### src/rtl/core/bfa_pkg.sv
package bfa_pkg;

    localparam int WORD_BITS        = 32;
    localparam int WORD_SHIFT       = 5;
    localparam int FRAME_W          = 21;
    localparam int BITMAP_WORDS_DEF = 32768;
    localparam int IN_W             = 72;
    localparam int OUT_W            = 56;

    localparam logic [FRAME_W-1:0] COUNT_MAX = {FRAME_W{1'b1}};

    // Input opcodes.
    localparam logic [2:0] OP_ALLOC   = 3'd0;
    localparam logic [2:0] OP_FREE    = 3'd1;
    localparam logic [2:0] OP_RELEASE = 3'd2;
    localparam logic [2:0] OP_RESERVE = 3'd3;
    localparam logic [2:0] OP_INIT    = 3'd4;

    // Result status codes.
    localparam logic [1:0] ST_OK     = 2'd0;
    localparam logic [1:0] ST_NOFREE = 2'd1;
    localparam logic [1:0] ST_RANGE  = 2'd2;

    // Command kinds after classification.
    localparam logic [2:0] K_NOP   = 3'd0;
    localparam logic [2:0] K_ERR   = 3'd1;
    localparam logic [2:0] K_ALLOC = 3'd2;
    localparam logic [2:0] K_CLR   = 3'd3;
    localparam logic [2:0] K_SET   = 3'd4;
    localparam logic [2:0] K_INIT  = 3'd5;

    typedef struct packed {
        logic [2:0]         kind;
        logic [FRAME_W-1:0] first;
        logic [FRAME_W-1:0] last;
    } bfa_cmd_t;

endpackage

### src/rtl/core/bfa_cmdq.sv
module bfa_cmdq (
    input  logic              clk,
    input  logic              rst_n,
    input  logic              push,
    input  bfa_pkg::bfa_cmd_t push_data,
    output logic              full,
    input  logic              pop,
    output bfa_pkg::bfa_cmd_t pop_data,
    output logic              valid
);
    import bfa_pkg::*;

    bfa_cmd_t   entry_reg [2];
    logic       wr_ptr_reg;
    logic       wr_ptr_next;
    logic       rd_ptr_reg;
    logic       rd_ptr_next;
    logic [1:0] cnt_reg;
    logic [1:0] cnt_next;

    assign full     = cnt_reg == 2'd2;
    assign valid    = cnt_reg != 2'd0;
    assign pop_data = entry_reg[rd_ptr_reg];

    always_comb
    begin
        wr_ptr_next = wr_ptr_reg ^ push;
        rd_ptr_next = rd_ptr_reg ^ pop;
        cnt_next    = cnt_reg + {1'b0, push} - {1'b0, pop};
    end

    always_ff @(posedge clk)
    begin
        if (push)
        begin
            entry_reg[wr_ptr_reg] <= push_data;
        end
    end

    always_ff @(posedge clk or negedge rst_n)
    begin
        if (!rst_n)
        begin
            wr_ptr_reg <= 1'b0;
            rd_ptr_reg <= 1'b0;
            cnt_reg    <= 2'd0;
        end
        else
        begin
            wr_ptr_reg <= wr_ptr_next;
            rd_ptr_reg <= rd_ptr_next;
            cnt_reg    <= cnt_next;
        end
    end

endmodule

### config.mk
export PLATFORM = sky130hd
export DESIGN_NAME = bfa_cmdq
export DESIGN_NICKNAME = d
export VERILOG_FILES = /design/src/rtl/core/bfa_pkg.sv /design/src/rtl/core/bfa_cmdq.sv
export SDC_FILE = /design/constraint.sdc
export NUM_CORES = 1
export LEC_CHECK = 0
export BUFFER_PORTS_ARGS = -buffer_cell sky130_fd_sc_hd__buf_2
export CAP_MARGIN = 20
export CORE_MARGIN = 4
export CORE_UTILIZATION = 52
export DETAILED_ROUTE_END_ITERATION = 10
export HOLD_SLACK_MARGIN = 0.08
export MAX_ROUTING_LAYER = met4
export PLACE_DENSITY = 0.86
export SLEW_MARGIN = 20
export SYNTH_ARGS = -nofsm -noshare
export SYNTH_HDL_FRONTEND = slang
export SYNTH_SLANG_ARGS = --single-unit
### constraint.sdc
create_clock -name clk -period 2.4 [get_ports clk]
set_clock_uncertainty 0.15 [all_clocks]
set_input_delay 0.24 -clock clk [delete_from_list [all_inputs] [get_ports clk]]
set_output_delay 0.24 -clock clk [all_outputs]
set_load 0.005 [all_outputs]
==> flow_summary.toml, run 1 <==
[global_routing]
grt_usage_pct = 17.3
grt_max_degree = 31
grt_pass1_wl_um = 10600
antenna_found_initial = 0
overflow = 0
grt_pass1_vias = 2112

[final_layout]
mostFrequentLayoutCell = "buf_2"
largest_register_ffs = 90
antennaDiodeCount = 0
drive_gt1_share_pct = 51.9
final_cells = 412
mostFrequentLayoutCells = "buf_2 (95), edfxtp_1 (90), dlygate4sd3_1 (49)"
multi_input_area_sq_um = 753
design_area_sq_mm = 0.00488
regArea_sq_mm = 0.00280
final_core_util_pct = 71.5
final_nets = 364
fill_cells = 465
syn2layout_area_growth_pct = 33.5

[worst_setup_path]
crit_arrival_ps = 1690
crit_slowest_cell = "buf_4"
path_class = "flip-flop to primary output"
path_max_fanout = 28
cp_cell_sequence = "buf_4, mux2_2, buf_2"
reg2reg_setup_slack_ps = 770
crit_path_max_incr_delay_ps = 430
cp-end-kind = "primary output"
start_kind = "flip-flop"
cp.required_ps = 2010

[sta]
fin_tns_setup_ps = 0
rsz0062_at_grt = "no"
max_freq_mhz = 482
finalMaxSlewViolations = 0
finalSetupViolations = 0
holdWs_ps = 462
setup_ws_ps = 324
period_needed_ps = 2080
worst_pin_slew_ps = 497
final.period_utilization_pct = 86.5
hold_viol_final = 0
relSlewSlack_pct = 66.9

[yosys]
synth_nets = 209
netlist_area_sq_mm = 0.00366
synth.avg_cell_area_sq_um = 23.4
synth-seq-cells = 94
synth_cell_types = 12
synthCells = 156
yosysSeqAreaShare_pct = 76.6
yosysWarnings = 0

[placed_design]
place_congestion = 0.711
dp.cells = 347
pre_cts_slack_ps = 683
place.detailed.hpwl_um = 4190
place_area_sq_mm = 0.00422
io_buffer_count = 95

[drt]
drc = 0
routedWlPerCell_um = 16.7
vias = 1949
first_pass_iters = 4
first_iter_violations = 94
routed_via_density = 4.73
wl_um = 6890
ant_nets = 0

[cts]
insertion_delay_ps = 340
cts.path.max_buffers = 2
cts_tree = "built"
post_cts_resized = 0
h-tree-depth = 3
cts_root_buf = "clkbuf_8"
path_clk_slew_ps = 80
cts.sinks = 94
cts_made_buffers = 9

[power]
irDropWorstVdd_mv = 0.551
power_mw = 4.82
powerDensity_mw_per_mm2 = 986
leakagePower_nw = 2.00

[min_path]
hold_path_class = "primary input to flip-flop"

[floorplanning]
die_y_um = 91.9
coreArea_sq_mm = 0.00683
start_util_pct = 53.5
num_rows = 30
die-area_sq_mm = 0.00844
die_w_um = 91.9
ioPinCount = 96

[outcome]
status = "finished, final reports clean"

[flow_run]
cap_viol_max_count = 0
==> cell usage after synthesis <==
master	instances	area (sq um)
buf_12	4	80.1
buf_6	1	11.3
dfrtp_1	4	100
edfxtp_1	90	2700
ha_1	4	50.1
inv_1	4	15.0
mux2_2	6	67.6
mux2_4	39	586
nor2b_1	1	6.26
or2_2	1	6.26
xor2_1	1	8.76
xor3_1	1	23.8
==> final cells by class <==
type / count / share of cell area, %
clock inverter: 6 / 0.948
inverter: 4 / 0.308
clock buffer: 10 / 2.61
sequential: 94 / 57.4
tap: 96 / 2.46
timing repair buffer: 149 / 20.8
multi-input combinational: 53 / 15.4
==> critical path, delay by kind of cell (launching register included) <==
kind	cells	cell delay (ps)
DFF	1	370
buffers and inverters	2	570
muxes	1	390
==> power breakdown <==
group | internal, mW | switching [mW]
clock network | 0.382 | 0.541
registers | 2.18 | 0.0919
logic | 0.922 | 0.698
==> cells by family after synthesis <==
logic type / count (synthesis) / share of synthesized area, %
flops: 94 / 76.6
mux: 45 / 17.9
buf+inv: 9 / 2.91
fa+ha+maj: 4 / 1.37
xor+xnor: 2 / 0.889
simple gates: 2 / 0.342
==> worst paths after layout <==
kind,from,end,depth (start not counted)
min in group asynchronous,rst_n,cnt_reg[1]$_DFF_PN0_,3
hold / removal,push_data[40],entry_reg[0][40]$_DFFE_PP_,2
setup reg to reg,wr_ptr_reg$_DFF_PN0_,entry_reg[0][29]$_DFFE_PP_,3
max in group asynchronous,rst_n,rd_ptr_reg$_DFF_PN0_,3
hold reg to reg,cnt_reg[1]$_DFF_PN0_,cnt_reg[1]$_DFF_PN0_,1
setup / recovery,rd_ptr_reg$_DFF_PN0_,pop_data[3],3
==> timing repair <==
action / in CTS / in global routing
hold buffers: 49 / 0
buffers inserted: 0 / 0
endpoints found under the hold margin: 96 / 0
==> layer usage <==
layer  global-route usage (%)  part of all wire (%)
met1                     18.7                    39
met2                     30.6                    55
met3                     3.77                   4.6
met4                     7.67                   2.1
met5                        -                     0
Power figures use the tool's default switching activity.
==> run 2: changes to the inputs <==
- BUFFER_PORTS_ARGS: -buffer_cell sky130_fd_sc_hd__buf_2 -> -buffer_cell sky130_fd_sc_hd__buf_4
- CORE_UTILIZATION: 52 -> 47
- PLACE_DENSITY: 0.86 -> 0.82
- clock period: 2.4 -> 1.8 ns (I/O delays scaled with it)
==> run 2 against run 1 <==
- the flow now finishes with violations (setup timing)
- via count up 4.4%
- hold slack worse by 55 ps
- core utilization up 3.8 points
- total power up 64%
- largest cell class unchanged
- highest routed layer unchanged
==> flow_summary.toml, run 2 (synthesis gave the netlist of run 1 again) <==
[worst_setup_path]
crit_arrival_ps = 1540
cp_cell_sequence = "buf_4, clkbuf_16, mux2_4, buf_4"
crit_start = "rd_ptr_reg$_DFF_PN0_"
crit_top_cell = "buf_4"
reg2reg_depth = 5
crit_path_end = "pop_data[15]"
rr_startpoint = "rd_ptr_reg$_DFF_PN0_"
path_class = "flip-flop to primary output"
crit_slowest_cell = "dfrtp_2"
crit_path_max_incr_delay_ps = 450
start_kind = "flip-flop"
path_max_fanout = 4
reg2reg_setup_slack_ps = 370
cp.required_ps = 1470
timing.rr.end = "rd_ptr_reg$_DFF_PN0_"
cp-end-kind = "primary output"

[global_routing]
antenna_found_initial = 0
grt_pass1_wl_um = 11100
grt_max_degree = 27
grt_pass1_vias = 2158
overflow = 0
grt_usage_pct = 17.3

[sta]
rsz0062_at_grt = "yes"
final.period_utilization_pct = 104
relSlewSlack_pct = 79.4
worst_pin_slew_ps = 308
period_needed_ps = 1870
finalMaxSlewViolations = 0
hold_viol_final = 0
setup_ws_ps = -65.1
holdWs_ps = 407
max_freq_mhz = 536
fin_tns_setup_ps = -1860
finalSetupViolations = 45

[drt]
first_pass_iters = 4
drc = 0
wl_um = 7800
vias = 2035
first_iter_violations = 82
routed_via_density = 4.75
routedWlPerCell_um = 18.2
ant_nets = 0

[flow_run]
cap_viol_max_count = 0

[power]
powerDensity_mw_per_mm2 = 1420
leakagePower_nw = 2.30
power_mw = 7.89
irDropWorstVdd_mv = 0.694

[placed_design]
place.detailed.hpwl_um = 4200
pre_cts_slack_ps = 308
place_congestion = 0.636
dp.cells = 351
io_buffer_count = 95
place_area_sq_mm = 0.00449

[final_layout]
drive_gt1_share_pct = 53.5
final_core_util_pct = 75.3
final_cells = 428
antennaDiodeCount = 0
final_nets = 378
syn2layout_area_growth_pct = 52.5
mostFrequentLayoutCells = "edfxtp_1 (90), buf_4 (65), dlygate4sd3_1 (49)"
mostFrequentLayoutCell = "edfxtp_1"
design_area_sq_mm = 0.00558
largest_register_ffs = 90

[cts]
cts.sinks = 94
cts.path.max_buffers = 2
h-tree-depth = 3
cts_tree = "built"
cts_made_buffers = 9
path_clk_slew_ps = 80
insertion_delay_ps = 340
cts_root_buf = "clkbuf_8"

[floorplanning]
num_rows = 31
start_util_pct = 49.4
coreArea_sq_mm = 0.00741
die-area_sq_mm = 0.00926
die_y_um = 96.2
die_w_um = 96.2
ioPinCount = 96

[min_path]
hold_path_class = "primary input to flip-flop"

[outcome]
status = "finished, violations left"
violations = "setup timing"
[run 2: power by group]
| part | total (mW) | internal [mW] | switching [mW] | leakage, nW |
|---|---|---|---|---|
| combinational | 3.51 | 2.28 | 1.23 | 1.31 |
| sequential | 3.05 | 2.91 | 0.140 | 0.890 |
| clock | 1.33 | 0.641 | 0.693 | 0.0908 |
[run 2: layout make-up]
class                   count  area (sq um)
multi-input cells          53           776
repair buffers            163          1670
flip-flops and latches     94          2800
clock inverters             5          58.8
inverters                   4          15.0
clock buffers              10           128
fillers                   417          1830
well taps                  99           124
[run 2: what timing repair did]
| item | 4_1_cts | 5_1_grt |
|---|---|---|
| gates cloned | 4 | 3 |
| gates resized for setup | 38 | 13 |
| setup endpoints to repair | 35 | 45 |
| hold endpoints to repair | 97 | 0 |
| buffers inserted | 4 | 2 |
| hold buffers | 49 | 0 |
[run 2: routing by layer]
layer,up-vias,global-route usage [%],part of all wire [%]
li1,946,-,-
met1,999,20.0,39
met2,77,30.0,54
met3,13,3.91,5.5
met4,0,5.69,1.4
met5,-,-,0
[run 2: how the worst min path moves through the flow]
stage	from	slack [ps]	depth (start not counted)	to
2_1_floorplan	rst_n	-270	0	cnt_reg[0]$_DFF_PN0_
3_3_place_gp	rst_n	-170	1	cnt_reg[0]$_DFF_PN0_
4_1_cts	push_data[29]	390	2	entry_reg[1][29]$_DFFE_PP_
5_1_grt	push_data[27]	390	2	entry_reg[0][27]$_DFFE_PP_
3_5_place_dp	rst_n	-170	1	cnt_reg[1]$_DFF_PN0_
6_report	push_data[29]	410	2	entry_reg[0][29]$_DFFE_PP_
[run 2: worst max-delay path: cells and delay by family (launching register included)]
kind / cells / cell delay (ps)
DFF: 1 / 450
muxes: 1 / 300
buffers and inverters: 3 / 450
