<file path="src/rtl/core/bfa_pkg.sv">
package bfa_pkg;

    localparam int WORD_BITS        = 32;
    localparam int WORD_SHIFT       = 5;
    localparam int FRAME_W          = 21;
    localparam int BITMAP_WORDS_DEF = 32768;
    localparam int IN_W             = 72;
    localparam int OUT_W            = 56;

    localparam logic [FRAME_W-1:0] COUNT_MAX = {FRAME_W{1'b1}};

    // Input opcodes.
    localparam logic [2:0] OP_ALLOC   = 3'd0;
    localparam logic [2:0] OP_FREE    = 3'd1;
    localparam logic [2:0] OP_RELEASE = 3'd2;
    localparam logic [2:0] OP_RESERVE = 3'd3;
    localparam logic [2:0] OP_INIT    = 3'd4;

    // Result status codes.
    localparam logic [1:0] ST_OK     = 2'd0;
    localparam logic [1:0] ST_NOFREE = 2'd1;
    localparam logic [1:0] ST_RANGE  = 2'd2;

    // Command kinds after classification.
    localparam logic [2:0] K_NOP   = 3'd0;
    localparam logic [2:0] K_ERR   = 3'd1;
    localparam logic [2:0] K_ALLOC = 3'd2;
    localparam logic [2:0] K_CLR   = 3'd3;
    localparam logic [2:0] K_SET   = 3'd4;
    localparam logic [2:0] K_INIT  = 3'd5;

    typedef struct packed {
        logic [2:0]         kind;
        logic [FRAME_W-1:0] first;
        logic [FRAME_W-1:0] last;
    } bfa_cmd_t;

endpackage

</file>
<file path="src/rtl/core/bfa_front.sv">
module bfa_front (
    input  logic                      s_tvalid,
    output logic                      s_tready,
    input  logic [bfa_pkg::IN_W-1:0]  s_tdata,
    input  logic [bfa_pkg::FRAME_W-1:0] total,
    input  logic                      q_full,
    output logic                      q_push,
    output bfa_pkg::bfa_cmd_t         q_data
);
    import bfa_pkg::*;

    logic [2:0]         opcode;
    logic [31:0]        base;
    logic [31:0]        size;
    logic [FRAME_W-1:0] first_f;
    logic [19:0]        rel_n;
    logic [21:0]        rel_end;
    logic [33:0]        res_sum;
    logic [21:0]        end_sel;
    logic [FRAME_W-1:0] end_c;
    logic               empty;

    assign opcode  = s_tdata[2:0];
    assign base    = s_tdata[34:3];
    assign size    = s_tdata[66:35];
    assign first_f = FRAME_W'(base[31:12]);

    // A nonzero region shorter than one frame still covers one frame.
    assign rel_n   = (size[31:12] == 20'd0 && size != 32'd0) ? 20'd1 : size[31:12];
    assign rel_end = {2'b00, base[31:12]} + {2'b00, rel_n};
    // Reserve rounds the region end up to the next frame boundary.
    assign res_sum = {2'b00, base} + {2'b00, size} + 34'd4095;
    assign end_sel = (opcode == OP_RESERVE) ? res_sum[33:12] : rel_end;
    assign end_c   = (end_sel > {1'b0, total}) ? total : end_sel[FRAME_W-1:0];
    assign empty   = first_f >= end_c;

    assign s_tready = !q_full;
    assign q_push   = s_tvalid && !q_full;

    always_comb
    begin
        q_data.kind  = K_NOP;
        q_data.first = first_f;
        q_data.last  = end_c - FRAME_W'(1);
        case (opcode)
            OP_ALLOC:
            begin
                q_data.kind  = K_ALLOC;
                q_data.first = '0;
                q_data.last  = total - FRAME_W'(1);
            end
            OP_FREE:
            begin
                q_data.kind = (first_f >= total) ? K_ERR : K_CLR;
                q_data.last = first_f;
            end
            OP_RELEASE:
            begin
                q_data.kind = empty ? K_NOP : K_CLR;
            end
            OP_RESERVE:
            begin
                q_data.kind = empty ? K_NOP : K_SET;
            end
            OP_INIT:
            begin
                q_data.kind = K_INIT;
            end
            default:
            begin
                q_data.kind = K_NOP;
            end
        endcase
    end

endmodule

</file>
<file path="config.mk">
export PLATFORM = sky130hd
export DESIGN_NAME = bfa_front
export DESIGN_NICKNAME = d
export VERILOG_FILES = /design/src/rtl/core/bfa_pkg.sv /design/src/rtl/core/bfa_front.sv
export SDC_FILE = /design/constraint.sdc
export NUM_CORES = 1
export LEC_CHECK = 0
export ABC_AREA = 0
export BUFFER_PORTS_ARGS = -buffer_cell sky130_fd_sc_hd__buf_2
export CELL_PAD_IN_SITES_DETAIL_PLACEMENT = 1
export CELL_PAD_IN_SITES_GLOBAL_PLACEMENT = 2
export CORE_MARGIN = 2
export CORE_UTILIZATION = 32
export DETAILED_ROUTE_END_ITERATION = 8
export PLACE_DENSITY = 0.9
export SETUP_SLACK_MARGIN = 0.15
export SYNTH_ARGS = -nofsm -noshare
export SYNTH_HDL_FRONTEND = slang
export SYNTH_SLANG_ARGS = --single-unit
</file>
<file path="constraint.sdc">
create_clock -name vclk -period 12.3
set_input_delay 2.46 -clock vclk [all_inputs]
set_output_delay 2.46 -clock vclk [all_outputs]
set_load 0.01 [all_outputs]
</file>
==> results.toml, run 1 <==
[placed_design]
gp_congestion = 0.9235
io_buffer_count = 136
place_hpwl_mm = 20.84
place_area_um2 = 7705

[grt]
antenna_found_initial = 0
grt.total_usage_pct = 22.05
grt_remaining_overflow = 0
grt_first_pass_wirelength_mm = 39.11
grt_max_degree = 29
grt_pass1_vias = 7683

[worst_setup_path]
crit_path_end_kind = "output port"
critPathMaxFanout = 5
required_ps = 9840
arrival_ps = 9380
path_class = "in -> out"
startpoint_type = "input pin"
slowest_stage = "fa_2"
cp_common_cell = "buf_4"
slowest_delay_ps = 360

[timing]
setup_viol = 0
worst_pin_slew_ps = 1066
period_share_pct = 96.28
slew-limit-headroom_pct = 28.87
hold_viol = 0
rsz0062_at_grt = "false"
period_needed_ps = 11840
max_freq_mhz = 84.45
finalMaxSlewViolations = 0

[yosys]
synth_area_um2 = 6426
syn_inst = 910
yosysSeqAreaShare_pct = 0
netlist_top_cells_area = "ha_1 (28%), inv_1 (4.8%), a21oi_1 (4.7%)"
synth_area_per_cell_um2 = 7.062
synth_area_leader_cell = "ha_1"
synthDistinctLibCells = 86
synth_top_area_share_pct = 27.65
ys_warn_count = 0
synth_nets = 1148

[finish]
register_area_um2 = 0
clock_buffers = 0
diodes = 0
final_cell_mix = "ha_1 (140), buf_2 (134), inv_1 (81), nand2_1 (73), buf_4 (71)"
layout-drive-gt1-share_pct = 25.63
nets = 1309
finalInstanceArea_um2 = 7970
numSequentialCells = 0
mostFrequentLayoutCell = "ha_1"
syn_to_final_growth_pct = 24.03

[power]
clockPowerShare_pct = 0
p_leak_nw = 3.861
p_sw_share_pct = 56.68
finalPower_w = 0.0006435
power_frac_comb_pct = 100.0
worst_ir_drop_vdd_v = 0.00003301
switchingPower_w = 0.0003647
power.density_nw_per_um2 = 80.74
pwr-share-seq_pct = 0
intPower_w = 0.0002788

[detailed_routing]
drt_drc_violations_left = 0
dr_total_vias = 7507
vias_per_cell = 5.627
dr.first_iter.drc_count = 305
route.detailed.wl_per_inst_um = 18.30
postRouteAntennaNets = 0
routed_wl_mm = 24.41
dr.pass1.iters = 4

[status]
status = "finished, final reports clean"

[die]
initial_core_util_pct = 32.80
die_h_um = 145.7
num_io_pins = 142
core_um2 = 19590
die_area_um2 = 21230
die_w_um = 145.7
row_count = 51

[clock_network]
ctsHoldBuffers = 0

[hold_path]
hold_class = "in -> out"

[run]
cap_violations = 0
synthesized netlist by cell type (all sizes together), types with 3 or more instances:
| library cell | instances |
|---|---|
| a311oi | 3 |
| ha | 142 |
| o31ai | 9 |
| nand3 | 32 |
| o22ai | 5 |
| and2 | 23 |
| nor4 | 16 |
| xnor2 | 25 |
| o311ai | 3 |
| a211oi | 18 |
| clkbuf | 33 |
| nand4 | 21 |
| o41ai | 3 |
| o211ai | 10 |
| nor2 | 67 |
| nor2b | 7 |
| inv | 83 |
| o221ai | 4 |
| a221o | 3 |
| nor3 | 24 |
| a21oi | 64 |
| a31oi | 15 |
| nor3b | 5 |
| buf | 16 |
| o21ai | 44 |
| o21a | 17 |
| o21bai | 4 |
| nand2b | 5 |
| nand3b | 3 |
| nand2 | 73 |
| and3 | 4 |
| xor2 | 13 |
| or3 | 7 |
| or4 | 4 |
| a21o | 26 |
| mux2i | 26 |
| o2111ai | 3 |
| a21boi | 3 |
| a41oi | 5 |
| o31a | 6 |
| a221oi | 4 |
| or2 | 3 |
| a211o | 5 |
kinds of logic (layout without fill, tap and decap cells):
| kind of cell | after synthesis | after routing | share of synthesized area [%] |
|---|---|---|---|
| compound gates | 269 | 269 | 30.24 |
| xor+xnor | 38 | 38 | 5.179 |
| fa+ha+maj | 144 | 144 | 28.13 |
| buf+inv | 132 | 291 | 8.100 |
| mux | 28 | 28 | 4.459 |
| other cells | 1 | 1 | 0.05836 |
| simple gates | 298 | 298 | 23.83 |
through the flow:
step | hold slack, ps | worst slack (ps) | utilization, % | TNS (ps) | std cells
4_1_cts | 5170 | 164.0 | 39.70 | 0 | 1327
3_3_place_gp | 5156 | -160.9 | 39.33 | -191.7 | 1324
6_report | 5170 | 458.0 | 40.68 | 0 | 1334
5_1_grt | 5194 | 107.2 | 40.68 | 0 | 1334
3_5_place_dp | 5170 | -243.2 | 39.33 | -440.0 | 1324
2_1_floorplan | 4964 | 1104 | - | 0 | 910
final timing paths:
path	startpoint	to	slack (ps)	cells past startpoint
setup / recovery	s_tdata[55]	q_data[42]	460	39
hold / removal	q_full	s_tready	5170	3
power groups by stage:
stage | sequential, W | clock [W] | combinational [W]
2_1_floorplan | 0 | 0 | 0.000400
3_3_place_gp | 0 | 0 | 0.000590
3_5_place_dp | 0 | 0 | 0.000606
4_1_cts | 0 | 0 | 0.000616
5_1_grt | 0 | 0 | 0.000711
6_report | 0 | 0 | 0.000644
layout make-up:
cell class         count  area, um2
fillers             2546      11620
inverters             83      314.1
well taps            265      331.6
repair buffers       208       1237
multi-input cells    778       6087
worst max-delay path: cells and delay by family:
kind | cells | cell delay (ps)
compound gates | 15 | 2610
simple gates | 10 | 1640
fa+ha+maj | 5 | 1380
buf+inv | 8 | 1080
mux | 1 | 180
repair_timing:
item                       4_1_cts  5_1_grt
pin swaps                        6       30
setup endpoints to repair        3        7
gates resized for setup         14       31
setup buffers                    3        7
metal layers:
| metal | up-vias | wire length [um] | GRT usage (%) |
|---|---|---|---|
| met3 | 32 | 1040 | 1.755 |
| met4 | 0 | 588 | 5.833 |
| met5 | - | 0 | 0 |
| li1 | 3695 | - | - |
| met1 | 3599 | 11150 | 28.57 |
| met2 | 181 | 11630 | 39.25 |
(Power assumes the default switching activity.)
==> run 2, diff against run 1 <==
--- a/config.mk
+++ b/config.mk
@@ -9,6 +9,7 @@
 export BUFFER_PORTS_ARGS = -buffer_cell sky130_fd_sc_hd__buf_2
 export CELL_PAD_IN_SITES_DETAIL_PLACEMENT = 1
 export CELL_PAD_IN_SITES_GLOBAL_PLACEMENT = 2
+export CORE_ASPECT_RATIO = 0.5
 export CORE_MARGIN = 2
 export CORE_UTILIZATION = 32
 export DETAILED_ROUTE_END_ITERATION = 8
==> results.toml, run 2 (synthesis results as in run 1) <==
[timing]
setup_viol = 0
timing.hold.ws_ps = 5164
finalMaxSlewViolations = 0
hold_viol = 0
rsz0062_at_grt = "true"
period_share_pct = 97.95
period_needed_ps = 12050
max_freq_mhz = 83.00
slew-limit-headroom_pct = 41.44
worst_pin_slew_ps = 876.3

[die]
core_um2 = 19590
die_w_um = 204.4
initial_core_util_pct = 32.80
die_h_um = 104.2
die_area_um2 = 21300
row_count = 36
num_io_pins = 142

[detailed_routing]
postRouteAntennaNets = 0
routed_wl_mm = 25.75
route.detailed.wl_per_inst_um = 18.93
dr.first_iter.drc_count = 304
dr_total_vias = 7676
drt_drc_violations_left = 0
vias_per_cell = 5.644
dr.pass1.iters = 5

[grt]
grt.total_usage_pct = 22.53
grt_pass1_vias = 7478
grt_first_pass_wirelength_mm = 39.21
grt_max_degree = 29
antenna_found_initial = 1
grt_remaining_overflow = 0

[finish]
final_cell_mix = "ha_1 (140), buf_2 (133), buf_4 (94), inv_1 (81), nand2_1 (73)"
layout-drive-gt1-share_pct = 27.72
nets = 1333
mostFrequentLayoutCell = "ha_1"
syn_to_final_growth_pct = 28.31
numSequentialCells = 0
clock_buffers = 0
register_area_um2 = 0

[worst_setup_path]
critPathMaxFanout = 7
startpoint_type = "input pin"
critPathBufInv = 7
cp_top_family = "compound AO/OA/AOI/OAI gates"
crit_path_end_kind = "output port"
arrival_ps = 9590
slowest_delay_ps = 400
required_ps = 9840
path_class = "in -> out"
slowest_stage = "ha_1"

[placed_design]
gp_congestion = 0.9177
io_buffer_count = 136
place_hpwl_mm = 21.98

[hold_path]
hold_class = "in -> out"

[status]
status = "finished, final reports clean"

[clock_network]
ctsHoldBuffers = 0

[run]
cap_violations = 0
==> run 2: cell count changes in the layout (fill, tap and decap cells not counted), moves of 2 or more <==
| cell | previous run | this run |
|---|---|---|
| buf_4 | 71 | 94 |
| buf_8 | 0 | 2 |
| mux2i_1 | 22 | 24 |
| mux2i_2 | 3 | 0 |
| nor4_1 | 10 | 8 |
==> run 2: worst paths after layout <==
check                 depth (start not counted)        start          to
worst min-delay path                          3       q_full    s_tready
worst max-delay path                         37  s_tdata[47]  q_data[44]
==> run 2: through the flow <==
stage / worst slack (ps) / utilization [%] / area (um2) / TNS, ps / cells
5_1_grt: -94.26 / 42.07 / 8243 / -236.9 / 1359
4_1_cts: 150.4 / 40.56 / 7946 / 0 / 1350
3_3_place_gp: -255.0 / 40.13 / 7864 / -552.6 / 1346
3_5_place_dp: -358.1 / 40.13 / 7864 / -874.4 / 1346
2_1_floorplan: 1104 / - / 6426 / 0 / 910
6_report: 251.7 / 42.08 / 8245 / 0 / 1360
==> run 2: metal layers <==
layer | track usage (%) | wire length (um) | vias to the layer above
li1 | - | - | 3762
met1 | 31.35 | 12090 | 3707
met2 | 38.84 | 12350 | 191
met3 | 1.034 | 1015 | 16
met4 | 3.778 | 289 | 0
met5 | 0 | 0 | -
==> run 2: cell type report <==
| type | instances | area [um2] |
|---|---|---|
| Fill cell | 2524 | 11350 |
| Multi-Input combinational cell | 778 | 6161 |
| Timing Repair Buffer | 232 | 1435 |
| Tap cell | 266 | 332.8 |
| Inverter | 83 | 314.1 |
| Antenna cell | 1 | 2.502 |
==> run 2: worst min-delay path, cell delays in order <==
cell	delay (ps)
buf_2	90
inv_1	30
buf_2	120
==> run 2: what timing repair did <==
item | 4_1_cts | 5_1_grt
resized for setup | 15 | 43
pin swaps | 8 | 34
endpoints found under the setup margin | 3 | 8
buffers inserted | 4 | 9
==> run 3, diff against run 2 <==
--- a/config.mk
+++ b/config.mk
@@ -13,7 +13,7 @@
 export CORE_MARGIN = 2
 export CORE_UTILIZATION = 32
 export DETAILED_ROUTE_END_ITERATION = 8
-export PLACE_DENSITY = 0.9
+export PLACE_DENSITY_LB_ADDON = 0.15
 export SETUP_SLACK_MARGIN = 0.15
 export SYNTH_ARGS = -nofsm -noshare
 export SYNTH_HDL_FRONTEND = slang
==> results.toml, run 3 (synthesis results as in run 1) <==
[timing]
period_share_pct = 97.92
rsz0062_at_grt = "true"
fin_setup_tns_ps = 0
timing.hold.ws_ps = 5158
max_freq_mhz = 83.03
period_needed_ps = 12040
worst_pin_slew_ps = 962.2
hold_viol = 0
finalMaxSlewViolations = 0
slew-limit-headroom_pct = 35.85
setup_viol = 0

[worst_setup_path]
critPathMaxFanout = 6
path_class = "in -> out"
required_ps = 9840
slowest_delay_ps = 400
cp_common_cell = "buf_4"
arrival_ps = 9580
crit_path_end_kind = "output port"
startpoint_type = "input pin"
slowest_stage = "a221o_1"

[grt]
antenna_found_initial = 0
grt_max_degree = 30
grt.total_usage_pct = 23.40
grt_first_pass_wirelength_mm = 40.04
grt_remaining_overflow = 0
grt_pass1_vias = 7419

[detailed_routing]
postRouteAntennaNets = 0
dr.first_iter.drc_count = 349
vias_per_cell = 5.524
dr.pass1.iters = 4
routed_wl_mm = 25.84
dr_total_vias = 7562
route.detailed.wl_per_inst_um = 18.88
drt_drc_violations_left = 0

[die]
die_h_um = 104.2
num_io_pins = 142
die_area_um2 = 21300
row_count = 36
initial_core_util_pct = 32.80
die_w_um = 204.4
core_um2 = 19590

[hold_path]
holdPathStages = 3
whs_endpoint = "s_tready"
hold_class = "in -> out"
min_from = "q_full"

[power]
pwr-share-seq_pct = 0
p_leak_nw = 4.044
intPower_w = 0.0002973
clockPowerShare_pct = 0
power.density_nw_per_um2 = 81.09
p_sw_share_pct = 55.95
switchingPower_w = 0.0003777
power_frac_comb_pct = 100.0
worst_ir_drop_vdd_v = 0.00002854

[finish]
numSequentialCells = 0
mostFrequentLayoutCell = "ha_1"
layout-drive-gt1-share_pct = 28.29
diodes = 0
syn_to_final_growth_pct = 29.54
nets = 1343
register_area_um2 = 0
nFillCells = 2527
clock_buffers = 0
final_cell_mix = "ha_1 (139), buf_2 (134), buf_4 (103), inv_1 (81), nand2_1 (73)"
finalInstanceArea_um2 = 8324

[placed_design]
io_buffer_count = 136
place_area_um2 = 7959
gp_congestion = 0.9132
place_hpwl_mm = 22.39

[clock_network]
ctsHoldBuffers = 0

[run]
cap_violations = 0

[status]
status = "finished, final reports clean"
[run 3: layout make-up]
cell class	instances	area, um2	area share (%)
inverter	83	319.1	3.833
multi-input combinational	778	6165	74.06
tap	266	332.8	3.998
timing repair buffer	242	1508	18.11
[run 3: power groups by stage]
stage | Sequential [W] | Combinational (W) | Clock, W
2_1_floorplan | 0 | 0.000400 | 0
3_3_place_gp | 0 | 0.000612 | 0
3_5_place_dp | 0 | 0.000628 | 0
4_1_cts | 0 | 0.000641 | 0
5_1_grt | 0 | 0.000742 | 0
6_report | 0 | 0.000675 | 0
[run 3: worst max-delay path by stage]
| stage | start | endpoint | slack (ps) |
|---|---|---|---|
| after floorplan | s_tdata[63] | q_data[42] | 1100 |
| after global placement | s_tdata[63] | q_data[42] | -440 |
| after detailed placement | s_tdata[63] | q_data[42] | -570 |
| after CTS | s_tdata[39] | q_data[42] | 150 |
| after global routing | s_tdata[65] | q_data[42] | -60 |
| final | s_tdata[65] | q_data[42] | 260 |
[run 3: per-stage QoR]
step / instances / setup WS [ps] / util, % / power [W]
final: 1369 / 255.5 / 42.48 / 0.0006750
after global routing: 1369 / -59.64 / 42.48 / 0.0007423
after CTS: 1361 / 151.6 / 41.23 / 0.0006408
after detailed placement: 1358 / -573.8 / 40.62 / 0.0006276
after global placement: 1358 / -444.3 / 40.62 / 0.0006124
after floorplan: 910 / 1104 / - / 0.0004002
[run 3: critical path, delay by kind of cell]
kind / cells / cell delay [ps]
compound gates: 14 / 2890
fa+ha+maj: 5 / 1540
mux: 2 / 410
buf+inv: 8 / 1070
simple gates: 9 / 1190
[run 3: routing by layer]
layer / part of all wire, % / vias to the layer above / GRT usage [%]
met1: 50 / 3630 / 33.99
met5: 0 / - / 0
met3: 3.7 / 10 / 0.9712
met2: 46 / 151 / 39.56
li1: - / 3771 / -
met4: 0.72 / 0 / 1.812
[run 3: repair_timing]
item,4_1_cts,5_1_grt
resized for setup,23,33
pin swaps,16,30
buffers inserted,3,8
endpoints found under the setup margin,7,3
